[src/rtl/col_pkg.sv]
// ============================================================================
// Circular ordered list package
// Shared types, command and status codes for the circular ordered list engine.
// ============================================================================
package col_pkg;

    localparam int CAPACITY_DEF   = 64;
    localparam int VALUE_BITS_DEF = 32;

    localparam logic [2:0] CMD_INS_FRONT = 3'd0;
    localparam logic [2:0] CMD_INS_BACK  = 3'd1;
    localparam logic [2:0] CMD_INS_POS   = 3'd2;
    localparam logic [2:0] CMD_DEL_VAL   = 3'd3;
    localparam logic [2:0] CMD_DEL_POS   = 3'd4;
    localparam logic [2:0] CMD_SEARCH    = 3'd5;

    localparam logic [2:0] ST_OK       = 3'd0;
    localparam logic [2:0] ST_EMPTY    = 3'd1;
    localparam logic [2:0] ST_NOTFOUND = 3'd2;
    localparam logic [2:0] ST_RANGE    = 3'd3;
    localparam logic [2:0] ST_FULL     = 3'd4;

    typedef struct packed {
        logic        [2:0]  cmd;
        logic signed [31:0] value;
        logic        [7:0]  position;
    } col_cmd_t;

    typedef struct packed {
        logic [2:0] status;
        logic [6:0] found_position;
        logic [6:0] length;
    } col_rsp_t;

endpackage

[src/rtl/circular_ordered_list_engine.sv]
// ============================================================================
// Circular ordered list engine
// Ordered circular singly linked list of signed values kept in slot memories.
// ============================================================================
// Usage: one command transaction enters on cmd_valid/cmd_stall with fields
// cmd, value and position; exactly one response transaction leaves on
// rsp_valid/rsp_stall with status, found_position and the list length.
// The block holds one command at a time. Front and back inserts pass through
// S_TAKE and then S_WRITE, since the free-list link of a recycled slot is read
// from the link memory first. Searches, deletes and positional inserts walk the
// list one link per S_RD and S_CHK pair, because each link read is registered.
// The walk through the link memory sets the rate.
// Reset clears head, tail, count, free-list head and the never-used counter;
// the memories need no clearing because no slot is read before it is written.
// When the receiver stalls, the response register holds its transaction and
// the next command is taken once the response has been delivered.
// ============================================================================
module circular_ordered_list_engine
    import col_pkg::*;
#(
    parameter int CAPACITY   = col_pkg::CAPACITY_DEF,
    parameter int VALUE_BITS = col_pkg::VALUE_BITS_DEF
) (
    input  logic               clk,
    input  logic               rst_n,
    input  logic               cmd_valid,
    output logic               cmd_stall,
    input  col_pkg::col_cmd_t  cmd_data,
    output logic               rsp_valid,
    input  logic               rsp_stall,
    output col_pkg::col_rsp_t  rsp_data
);

    localparam int AW = (CAPACITY > 1) ? $clog2(CAPACITY) : 1;
    localparam int CW = $clog2(CAPACITY + 1);
    // Wide enough for both the 8-bit position and the count plus one.
    localparam int PW = (CW + 1 > 9) ? CW + 1 : 9;

    // Sequencer states.
    localparam logic [2:0] S_IDLE  = 3'd0;
    localparam logic [2:0] S_TAKE  = 3'd1;   // wait for free-list link read
    localparam logic [2:0] S_WRITE = 3'd2;   // write the new slot
    localparam logic [2:0] S_RD    = 3'd3;   // walk: read issued, wait
    localparam logic [2:0] S_CHK   = 3'd4;   // walk: examine read data
    localparam logic [2:0] S_RSP   = 3'd5;

    logic [2:0]            state_reg, state_next;
    logic [AW-1:0]         head_reg, head_next;
    logic [AW-1:0]         tail_reg, tail_next;
    logic [CW-1:0]         count_reg, count_next;
    logic [AW-1:0]         free_reg, free_next;
    logic [CW-1:0]         used_reg, used_next;
    logic                  rsp_valid_reg, rsp_valid_next;
    col_rsp_t              rsp_reg, rsp_next;

    // Command-scoped registers.
    logic [2:0]            op_reg, op_next;
    logic [VALUE_BITS-1:0] val_reg, val_next;
    logic [7:0]            pos_reg, pos_next;
    logic [1:0]            mode_reg, mode_next;  // insert kind
    logic [AW-1:0]         slot_reg, slot_next;
    logic [AW-1:0]         prev_reg, prev_next;
    logic [AW-1:0]         cur_reg, cur_next;
    logic [CW-1:0]         idx_reg, idx_next;

    localparam logic [1:0] M_EMPTY = 2'd0;
    localparam logic [1:0] M_FRONT = 2'd1;
    localparam logic [1:0] M_BACK  = 2'd2;
    localparam logic [1:0] M_MID   = 2'd3;

    logic                  val_we, lnk_we, lnk_we2;
    logic [AW-1:0]         val_waddr, lnk_waddr, raddr;
    logic [VALUE_BITS-1:0] val_wdata, val_rdata;
    logic [AW-1:0]         lnk_wdata, lnk_rdata;
    logic [AW-1:0]         lnk_waddr2, lnk_wdata2;
    logic                  second_reg, second_next;  // pending second link write
    logic [AW-1:0]         sec_addr_reg, sec_addr_next;
    logic [AW-1:0]         sec_data_reg, sec_data_next;

    logic [CW-1:0]         cap_c;
    logic [PW-1:0]         pos_w;
    logic                  hit;

    assign cap_c = CW'(CAPACITY);
    assign pos_w = PW'(cmd_data.position);
    assign hit   = (val_rdata == val_reg);

    col_store #(
        .CAPACITY   (CAPACITY),
        .VALUE_BITS (VALUE_BITS),
        .AW         (AW)
    ) u_store (
        .clk       (clk),
        .val_we    (val_we),
        .val_waddr (val_waddr),
        .val_wdata (val_wdata),
        .lnk_we    (lnk_we),
        .lnk_waddr (lnk_waddr),
        .lnk_wdata (lnk_wdata),
        .raddr     (raddr),
        .val_rdata (val_rdata),
        .lnk_rdata (lnk_rdata)
    );

    assign cmd_stall = (state_reg != S_IDLE) || rsp_valid_reg;
    assign rsp_valid = rsp_valid_reg;
    assign rsp_data  = rsp_reg;

    always_comb
    begin
        state_next     = state_reg;
        head_next      = head_reg;
        tail_next      = tail_reg;
        count_next     = count_reg;
        free_next      = free_reg;
        used_next      = used_reg;
        rsp_valid_next = rsp_valid_reg;
        rsp_next       = rsp_reg;
        op_next        = op_reg;
        val_next       = val_reg;
        pos_next       = pos_reg;
        mode_next      = mode_reg;
        slot_next      = slot_reg;
        prev_next      = prev_reg;
        cur_next       = cur_reg;
        idx_next       = idx_reg;
        second_next    = 1'b0;
        sec_addr_next  = sec_addr_reg;
        sec_data_next  = sec_data_reg;
        val_we         = 1'b0;
        val_waddr      = slot_reg;
        val_wdata      = val_reg;
        lnk_we2        = 1'b0;
        lnk_waddr2     = slot_reg;
        lnk_wdata2     = slot_reg;
        raddr          = cur_reg;

        if (rsp_valid_reg && !rsp_stall)
        begin
            rsp_valid_next = 1'b0;
        end

        unique case (state_reg)
            S_IDLE:
            begin
                if (cmd_valid && !cmd_stall)
                begin
                    op_next  = cmd_data.cmd;
                    val_next = VALUE_BITS'(cmd_data.value);
                    pos_next = cmd_data.position;
                    rsp_next.status         = ST_OK;
                    rsp_next.found_position = '0;
                    rsp_next.length         = 7'(count_reg);
                    state_next              = S_RSP;
                    prev_next = tail_reg;
                    cur_next  = head_reg;
                    idx_next  = CW'(1);
                    raddr     = head_reg;
                    case (cmd_data.cmd) inside
                        CMD_INS_FRONT, CMD_INS_BACK, CMD_INS_POS:
                        begin
                            raddr = free_reg;
                            if (count_reg >= cap_c)
                            begin
                                rsp_next.status = ST_FULL;
                            end
                            else if (cmd_data.cmd == CMD_INS_POS && count_reg != '0
                                     && cmd_data.position != 8'd1
                                     && (cmd_data.position == 8'd0
                                         || pos_w > PW'(count_reg) + 1'b1))
                            begin
                                rsp_next.status = ST_RANGE;
                            end
                            else
                            begin
                                if (count_reg == '0)
                                    mode_next = M_EMPTY;
                                else if (cmd_data.cmd == CMD_INS_FRONT
                                         || cmd_data.position == 8'd1
                                            && cmd_data.cmd == CMD_INS_POS)
                                    mode_next = M_FRONT;
                                else if (cmd_data.cmd == CMD_INS_BACK
                                         || pos_w == PW'(count_reg) + 1'b1)
                                    mode_next = M_BACK;
                                else
                                    mode_next = M_MID;
                                state_next = S_TAKE;
                            end
                        end
                        CMD_DEL_VAL, CMD_SEARCH:
                        begin
                            if (count_reg == '0)
                                rsp_next.status = ST_EMPTY;
                            else
                                state_next = S_RD;
                        end
                        CMD_DEL_POS:
                        begin
                            if (count_reg == '0)
                                rsp_next.status = ST_EMPTY;
                            else if (cmd_data.position == 8'd0
                                     || pos_w > PW'(count_reg))
                                rsp_next.status = ST_RANGE;
                            else
                                state_next = S_RD;
                        end
                        default:
                        begin
                        end
                    endcase
                end
            end

            S_TAKE:
            begin
                // Link memory output now holds next_link[free_head].
                if (used_reg > count_reg)
                begin
                    slot_next = free_reg;
                    free_next = lnk_rdata;
                end
                else
                begin
                    slot_next = used_reg[AW-1:0];
                    used_next = used_reg + 1'b1;
                end
                if (mode_reg == M_MID)
                begin
                    // Walk to the element before the insert point.
                    cur_next = head_reg;
                    idx_next = CW'(1);
                    raddr    = head_reg;
                    state_next = (pos_reg == 8'd2) ? S_WRITE : S_RD;
                end
                else
                begin
                    state_next = S_WRITE;
                end
            end

            S_WRITE:
            begin
                val_we    = 1'b1;
                val_waddr = slot_reg;
                lnk_we2   = 1'b1;
                lnk_waddr2 = slot_reg;
                count_next = count_reg + 1'b1;
                unique case (mode_reg)
                    M_EMPTY:
                    begin
                        lnk_wdata2 = slot_reg;
                        head_next  = slot_reg;
                        tail_next  = slot_reg;
                    end
                    M_FRONT, M_BACK:
                    begin
                        lnk_wdata2    = head_reg;
                        second_next   = 1'b1;
                        sec_addr_next = tail_reg;
                        sec_data_next = slot_reg;
                        if (mode_reg == M_BACK)
                            tail_next = slot_reg;
                        else
                            head_next = slot_reg;
                    end
                    default:
                    begin
                        // cur_reg is the predecessor; its link is on the read port.
                        raddr         = cur_reg;
                        lnk_wdata2    = lnk_rdata;
                        second_next   = 1'b1;
                        sec_addr_next = cur_reg;
                        sec_data_next = slot_reg;
                    end
                endcase
                rsp_next.length = 7'(count_next);
                state_next      = S_RSP;
            end

            S_RD:
            begin
                // Read of cur_reg was issued last cycle.
                state_next = S_CHK;
            end

            S_CHK:
            begin
                if (op_reg == CMD_INS_POS)
                begin
                    cur_next = lnk_rdata;
                    idx_next = idx_reg + 1'b1;
                    raddr    = lnk_rdata;
                    state_next = ((CW+1)'(idx_reg) + 2'd2 == (CW+1)'(pos_reg)) ?
                                 S_WRITE : S_RD;
                end
                else if ((op_reg == CMD_DEL_POS && idx_reg == CW'(pos_reg))
                         || (op_reg != CMD_DEL_POS && hit))
                begin
                    state_next = S_RSP;
                    if (op_reg == CMD_SEARCH)
                    begin
                        rsp_next.found_position = 7'(idx_reg);
                    end
                    else
                    begin
                        // Unlink cur from prev and return it to the free list.
                        lnk_we2    = 1'b1;
                        lnk_waddr2 = cur_reg;
                        lnk_wdata2 = free_reg;
                        free_next  = cur_reg;
                        count_next = count_reg - 1'b1;
                        if (count_reg <= CW'(1))
                        begin
                            head_next = '0;
                            tail_next = '0;
                        end
                        else
                        begin
                            second_next   = 1'b1;
                            sec_addr_next = prev_reg;
                            sec_data_next = lnk_rdata;
                            if (cur_reg == head_reg)
                                head_next = lnk_rdata;
                            if (cur_reg == tail_reg)
                                tail_next = prev_reg;
                        end
                        rsp_next.length = 7'(count_next);
                    end
                end
                else if (idx_reg >= count_reg)
                begin
                    rsp_next.status = ST_NOTFOUND;
                    state_next      = S_RSP;
                end
                else
                begin
                    prev_next = cur_reg;
                    cur_next  = lnk_rdata;
                    idx_next  = idx_reg + 1'b1;
                    raddr     = lnk_rdata;
                    state_next = S_RD;
                end
            end

            S_RSP:
            begin
                rsp_valid_next = 1'b1;
                state_next     = S_IDLE;
            end

            default:
            begin
                state_next = S_IDLE;
            end
        endcase
    end

    // Port arbitration: a queued second link write goes out the cycle after
    // the first; the sequencer never issues a link write in S_RSP.
    always_comb
    begin
        if (second_reg)
        begin
            lnk_we    = 1'b1;
            lnk_waddr = sec_addr_reg;
            lnk_wdata = sec_data_reg;
        end
        else
        begin
            lnk_we    = lnk_we2;
            lnk_waddr = lnk_waddr2;
            lnk_wdata = lnk_wdata2;
        end
    end

    always_ff @(posedge clk or negedge rst_n)
    begin
        if (!rst_n)
        begin
            state_reg     <= S_IDLE;
            head_reg      <= '0;
            tail_reg      <= '0;
            count_reg     <= '0;
            free_reg      <= '0;
            used_reg      <= '0;
            rsp_valid_reg <= 1'b0;
            second_reg    <= 1'b0;
        end
        else
        begin
            state_reg     <= state_next;
            head_reg      <= head_next;
            tail_reg      <= tail_next;
            count_reg     <= count_next;
            free_reg      <= free_next;
            used_reg      <= used_next;
            rsp_valid_reg <= rsp_valid_next;
            second_reg    <= second_next;
        end
    end

    always_ff @(posedge clk)
    begin
        rsp_reg      <= rsp_next;
        op_reg       <= op_next;
        val_reg      <= val_next;
        pos_reg      <= pos_next;
        mode_reg     <= mode_next;
        slot_reg     <= slot_next;
        prev_reg     <= prev_next;
        cur_reg      <= cur_next;
        idx_reg      <= idx_next;
        sec_addr_reg <= sec_addr_next;
        sec_data_reg <= sec_data_next;
    end

    // The second link write always lands in the response cycle.
    a_second_in_rsp: assert property (@(posedge clk) disable iff (!rst_n)
        second_reg |-> state_reg == S_RSP)
        else $error("pending link write outside response state");

    a_count_cap: assert property (@(posedge clk) disable iff (!rst_n)
        count_reg <= cap_c && count_reg <= used_reg)
        else $error("element count exceeds capacity or handed-out slots");

    a_no_accept_busy: assert property (@(posedge clk) disable iff (!rst_n)
        state_reg != S_IDLE |-> cmd_stall)
        else $error("command accepted while busy");

    a_rsp_after: assert property (@(posedge clk) disable iff (!rst_n)
        state_reg == S_RSP |=> rsp_valid)
        else $error("response not presented");

endmodule

[src/rtl/col_store.sv]
// ============================================================================
// Circular ordered list slot store
// Value memory and link memory, one write and one registered read each.
// ============================================================================
module col_store #(
    parameter int CAPACITY   = 64,
    parameter int VALUE_BITS = 32,
    parameter int AW         = 6
) (
    input  logic                  clk,
    input  logic                  val_we,
    input  logic [AW-1:0]         val_waddr,
    input  logic [VALUE_BITS-1:0] val_wdata,
    input  logic                  lnk_we,
    input  logic [AW-1:0]         lnk_waddr,
    input  logic [AW-1:0]         lnk_wdata,
    input  logic [AW-1:0]         raddr,
    output logic [VALUE_BITS-1:0] val_rdata,
    output logic [AW-1:0]         lnk_rdata
);

    logic [VALUE_BITS-1:0] val_mem [CAPACITY];
    logic [AW-1:0]         lnk_mem [CAPACITY];

    always_ff @(posedge clk)
    begin
        if (val_we)
        begin
            val_mem[val_waddr] <= val_wdata;
        end
        if (lnk_we)
        begin
            lnk_mem[lnk_waddr] <= lnk_wdata;
        end
        val_rdata <= val_mem[raddr];
        lnk_rdata <= lnk_mem[raddr];
    end

endmodule

[config.mk]
export PLATFORM = sky130hd
export DESIGN_NAME = circular_ordered_list_engine
export DESIGN_NICKNAME = d
export VERILOG_FILES = /design/src/rtl/col_pkg.sv /design/src/rtl/circular_ordered_list_engine.sv /design/src/rtl/col_store.sv
export SDC_FILE = /design/constraint.sdc
export NUM_CORES = 2
export LEC_CHECK = 0
export BUFFER_PORTS_ARGS = -buffer_cell sky130_fd_sc_hd__buf_2
export CORE_MARGIN = 1.5
export CORE_UTILIZATION = 40
export DETAILED_ROUTE_END_ITERATION = 12
export GPL_TIMING_DRIVEN = 0
export PLACE_DENSITY = 0.64
export SLEW_MARGIN = 20
export SYNTH_ARGS = -nofsm -noshare
export SYNTH_HDL_FRONTEND = slang
export SYNTH_SLANG_ARGS = --single-unit
[constraint.sdc]
create_clock -name clk -period 7.3 [get_ports clk]
set_clock_uncertainty 0.05 [all_clocks]
set_input_delay 0.73 -clock clk [delete_from_list [all_inputs] [get_ports clk]]
set_output_delay 0.73 -clock clk [all_outputs]
set_load 0.05 [all_outputs]
==> flow_summary.toml <==
[finish]
top_register = "u_store.val_mem"
largest_reg_flops = 2048
final_area_um2 = 117600
nFillCells = 20530
nets = 5387
drive_above_1_share_pct = 25.63
fin_cells = 8856
reg_top3 = "u_store.val_mem (2048), u_store.lnk_mem (384)"
syn2layout_area_growth_pct = 16.74

[global_route]
grt_overflow = 0
antenna_found_initial = 3
groute.usage.overall_pct = 20.10
grt_pass1_wl_mm = 370.4
grt_max_degree = 38
grt_pass1_vias = 51490

[timing]
tightest_slew_ns = 1.163
hold_ws_ns = 0.07089
final_hold_viol_count = 0
rsz0062_at_grt = "no"
fmax_ghz = 0.1369
setup_viol = 1
min_period_ns = 7.307
slew_violations = 0
fin_crit_sh_pct = 100.1
max_slew_margin_pct = 22.47
layout_setup_ws_ns = -0.007272

[floorplan]
core_area_um2 = 250900
ios = 66
fp.dieH_um = 504.8
initial_utilization_pct = 40.14
rows = 184
die_x_um = 504.8
dieArea_um2 = 254800

[cts]
path_clk_slew_ns = 0.07
numCtsBuffers = 239
cts_tree = "built"
cts.sinks = 2606
cts_root_buf = "clkbuf_16"
htree_num_levels = 4
clk_latency_ns = 0.89
clk_path_buf_depth = 3

[synthesis]
yosys_warnings = 0
synth_top_area_cell = "edfxtp_1"
postSynthCellCount = 4785
synth.avg_cell_area_um2 = 21.05
synth_cell_types = 67
seq_area_frac_synth_pct = 77.13
async_reset_ff_share_pct = 1.420
ys.flop_type = "edfxtp_1"
synth_top_cell_area_share_pct = 75.45
synthTopCellsByArea = "edfxtp_1, mux4_2, a22oi_1"
syn_area_um2 = 100700
synth-edff-count = 2531
ys_ff_latch = 2606
synth_nets = 4872

[worst_hold_path]
min_from = "rsp_stall"
holdCritPathClass = "in2reg"

[drt]
drt_iter0_markers = 7007
vias_per_cell = 5.866
wl_mm = 260.3
drc = 0
dr.pass1.iters = 6
detail-route-antenna-nets = 0
wl_per_cell_um = 29.40
vias = 51950

[worst_setup_path]
crit_end = "u_store.val_rdata[6]$_DFF_P_"
cp-end-kind = "flip-flop"
arrival_ns = 8.02
cp_max_fo = 24
reg2reg_to = "u_store.val_rdata[6]$_DFF_P_"
r2r_start = "val_reg[27]$_DFFE_PP_"
path_class = "reg2reg"
cp.required_ns = 8.01
critPathLaunchType = "flip-flop"
worstSetupStartpoint = "val_reg[27]$_DFFE_PP_"
r2r_slack_ns = -0.007
r2r_cells = 14

[power_and_ir_drop]
power.total_mw = 55.15
power_leakage_nw = 36.46
p_per_area_nw_per_um2 = 469.0
vdd_ir_drop_max_v = 0.0003262

[placement]
place_congestion = 0.8996
dp.cells = 8371
place_area_um2 = 109300
place_hpwl_mm = 177.2
io_buffer_count = 65

[run_status]
run_status = "finished, violations left"
violations = "setup timing"

[flow_run]
drv_cap = 0
## cell usage after synthesis (all sizes together), types with 4 or more instances
library cell,n
or3,43
a211oi,10
nand2b,8
xor2,23
nor3,20
and3,15
a31oi,11
clkbuf,110
mux2i,28
o221ai,4
edfxtp,2531
nand3,64
dfrtp,37
nor4,17
ha,40
or4,4
a22oi,315
buf,145
o21a,19
and2,4
o21ai,55
xnor2,54
nand2,137
o22ai,5
inv,27
dfxtp,38
mux4,603
a21o,4
a21oi,58
mux2,13
nand4,59
nor2b,12
nor2,228
and4,5
## cells by family after synthesis
group,Yosys count,synth area share (%)
flip-flops,2606,77.13
multiplexers,644,13.91
AND/OR/NAND/NOR,625,2.944
AO/OA/AOI/OAI,511,3.564
buffers and inverters,282,1.286
XOR/XNOR,77,0.6770
adder cells (fa/ha/maj),40,0.4969
## layout make-up
cell class              count  area [um2]  area share, %
inverters                  27       103.9        0.08832
clock inverters           154        1564          1.330
plain buffers             255        1246          1.060
repair buffers            274        4143          3.523
flip-flops and latches   2606       77690          66.07
clock buffers             293        6287          5.347
multi-input cells        1897       22360          19.02
well taps                3348        4189          3.562
diodes                      2       5.005       0.004256
## power by group
group,switching [mW],leakage [nW],internal [mW]
Sequential,0.514,23.6,18.1
Clock,5.52,3.80,7.07
Combinational,14.4,9.08,9.60
Total,20.4,36.5,34.8
## critical path: stages (launching register included)
cell       delay [ns]
edfxtp_1         0.71
buf_8            0.31
xnor2_1          0.52
nand4_1          0.15
nor4_1           0.72
and4_1           0.63
nand2_1          0.14
a2111oi_2        0.63
buf_2            0.53
buf_2            0.60
clkbuf_1         0.57
mux4_2           0.40
a22oi_1          0.53
nand3_1          0.25
or3_1            0.39
## per-stage QoR
| step | utilization, % | setup TNS [ns] | setup WS [ns] |
|---|---|---|---|
| after floorplan | - | 0 | 1.800 |
| after global placement | 41.94 | -936.51 | -2.572 |
| after detailed placement | 43.55 | -10.27 | -0.5093 |
| after CTS | 46.84 | 0 | 0.08271 |
| after global routing | 46.86 | 0 | 0.03961 |
| final | 46.86 | -0.007272 | -0.007272 |
## worst min path at each step
stage / slack [ns] / end / cells after the start
3_5_place_dp: 0.42 / used_reg[6]$_DFFE_PN0P_ / 1
2_1_floorplan: 0.38 / count_reg[0]$_DFFE_PN0P_ / 0
3_3_place_gp: 0.42 / used_reg[6]$_DFFE_PN0P_ / 1
4_1_cts: 0.02 / rsp_valid$_DFFE_PN0P_ / 2
6_report: 0.07 / rsp_valid$_DFFE_PN0P_ / 2
5_1_grt: 0.05 / rsp_valid$_DFFE_PN0P_ / 2
## per-layer routing
metal	routed length (um)	vias up	global-route usage (%)
li1	-	21160	-
met2	121900	2669	31.26
met3	22980	432	3.922
met5	0	-	0
met1	106400	27690	28.49
met4	8961	0	6.709
## layout by cell type (no fill, tap or decap), types with 23 or more instances in the layout
cell type and count:
nand3_1 60, bufinv_16 27, nand2_1 137, nor2_1 164, nand4_1 59, o21ai_0 50
nor2_4 64, buf_16 49, a22oi_1 315, dfrtp_1 37, ha_1 40, edfxtp_1 2531
buf_2 141, dlygate4sd3_1 33, dfxtp_1 38, or3_1 43, inv_1 26, a21oi_1 52
buf_12 57, mux2i_1 28, mux4_2 603, buf_8 61, clkbuf_16 242, clkinv_1 67
clkbuf_1 147, buf_1 31, xor2_1 23, clkinv_2 33, xnor2_1 52
## repair_timing
item | 4_1_cts | 5_1_grt
hold endpoints to repair | 45 | 0
pin swaps | 1 | 1
setup buffers | 3 | 0
hold buffers | 33 | 0
endpoints found under the setup margin | 38 | 37
resized for setup | 10 | 37
Power figures use the tool's default switching activity.
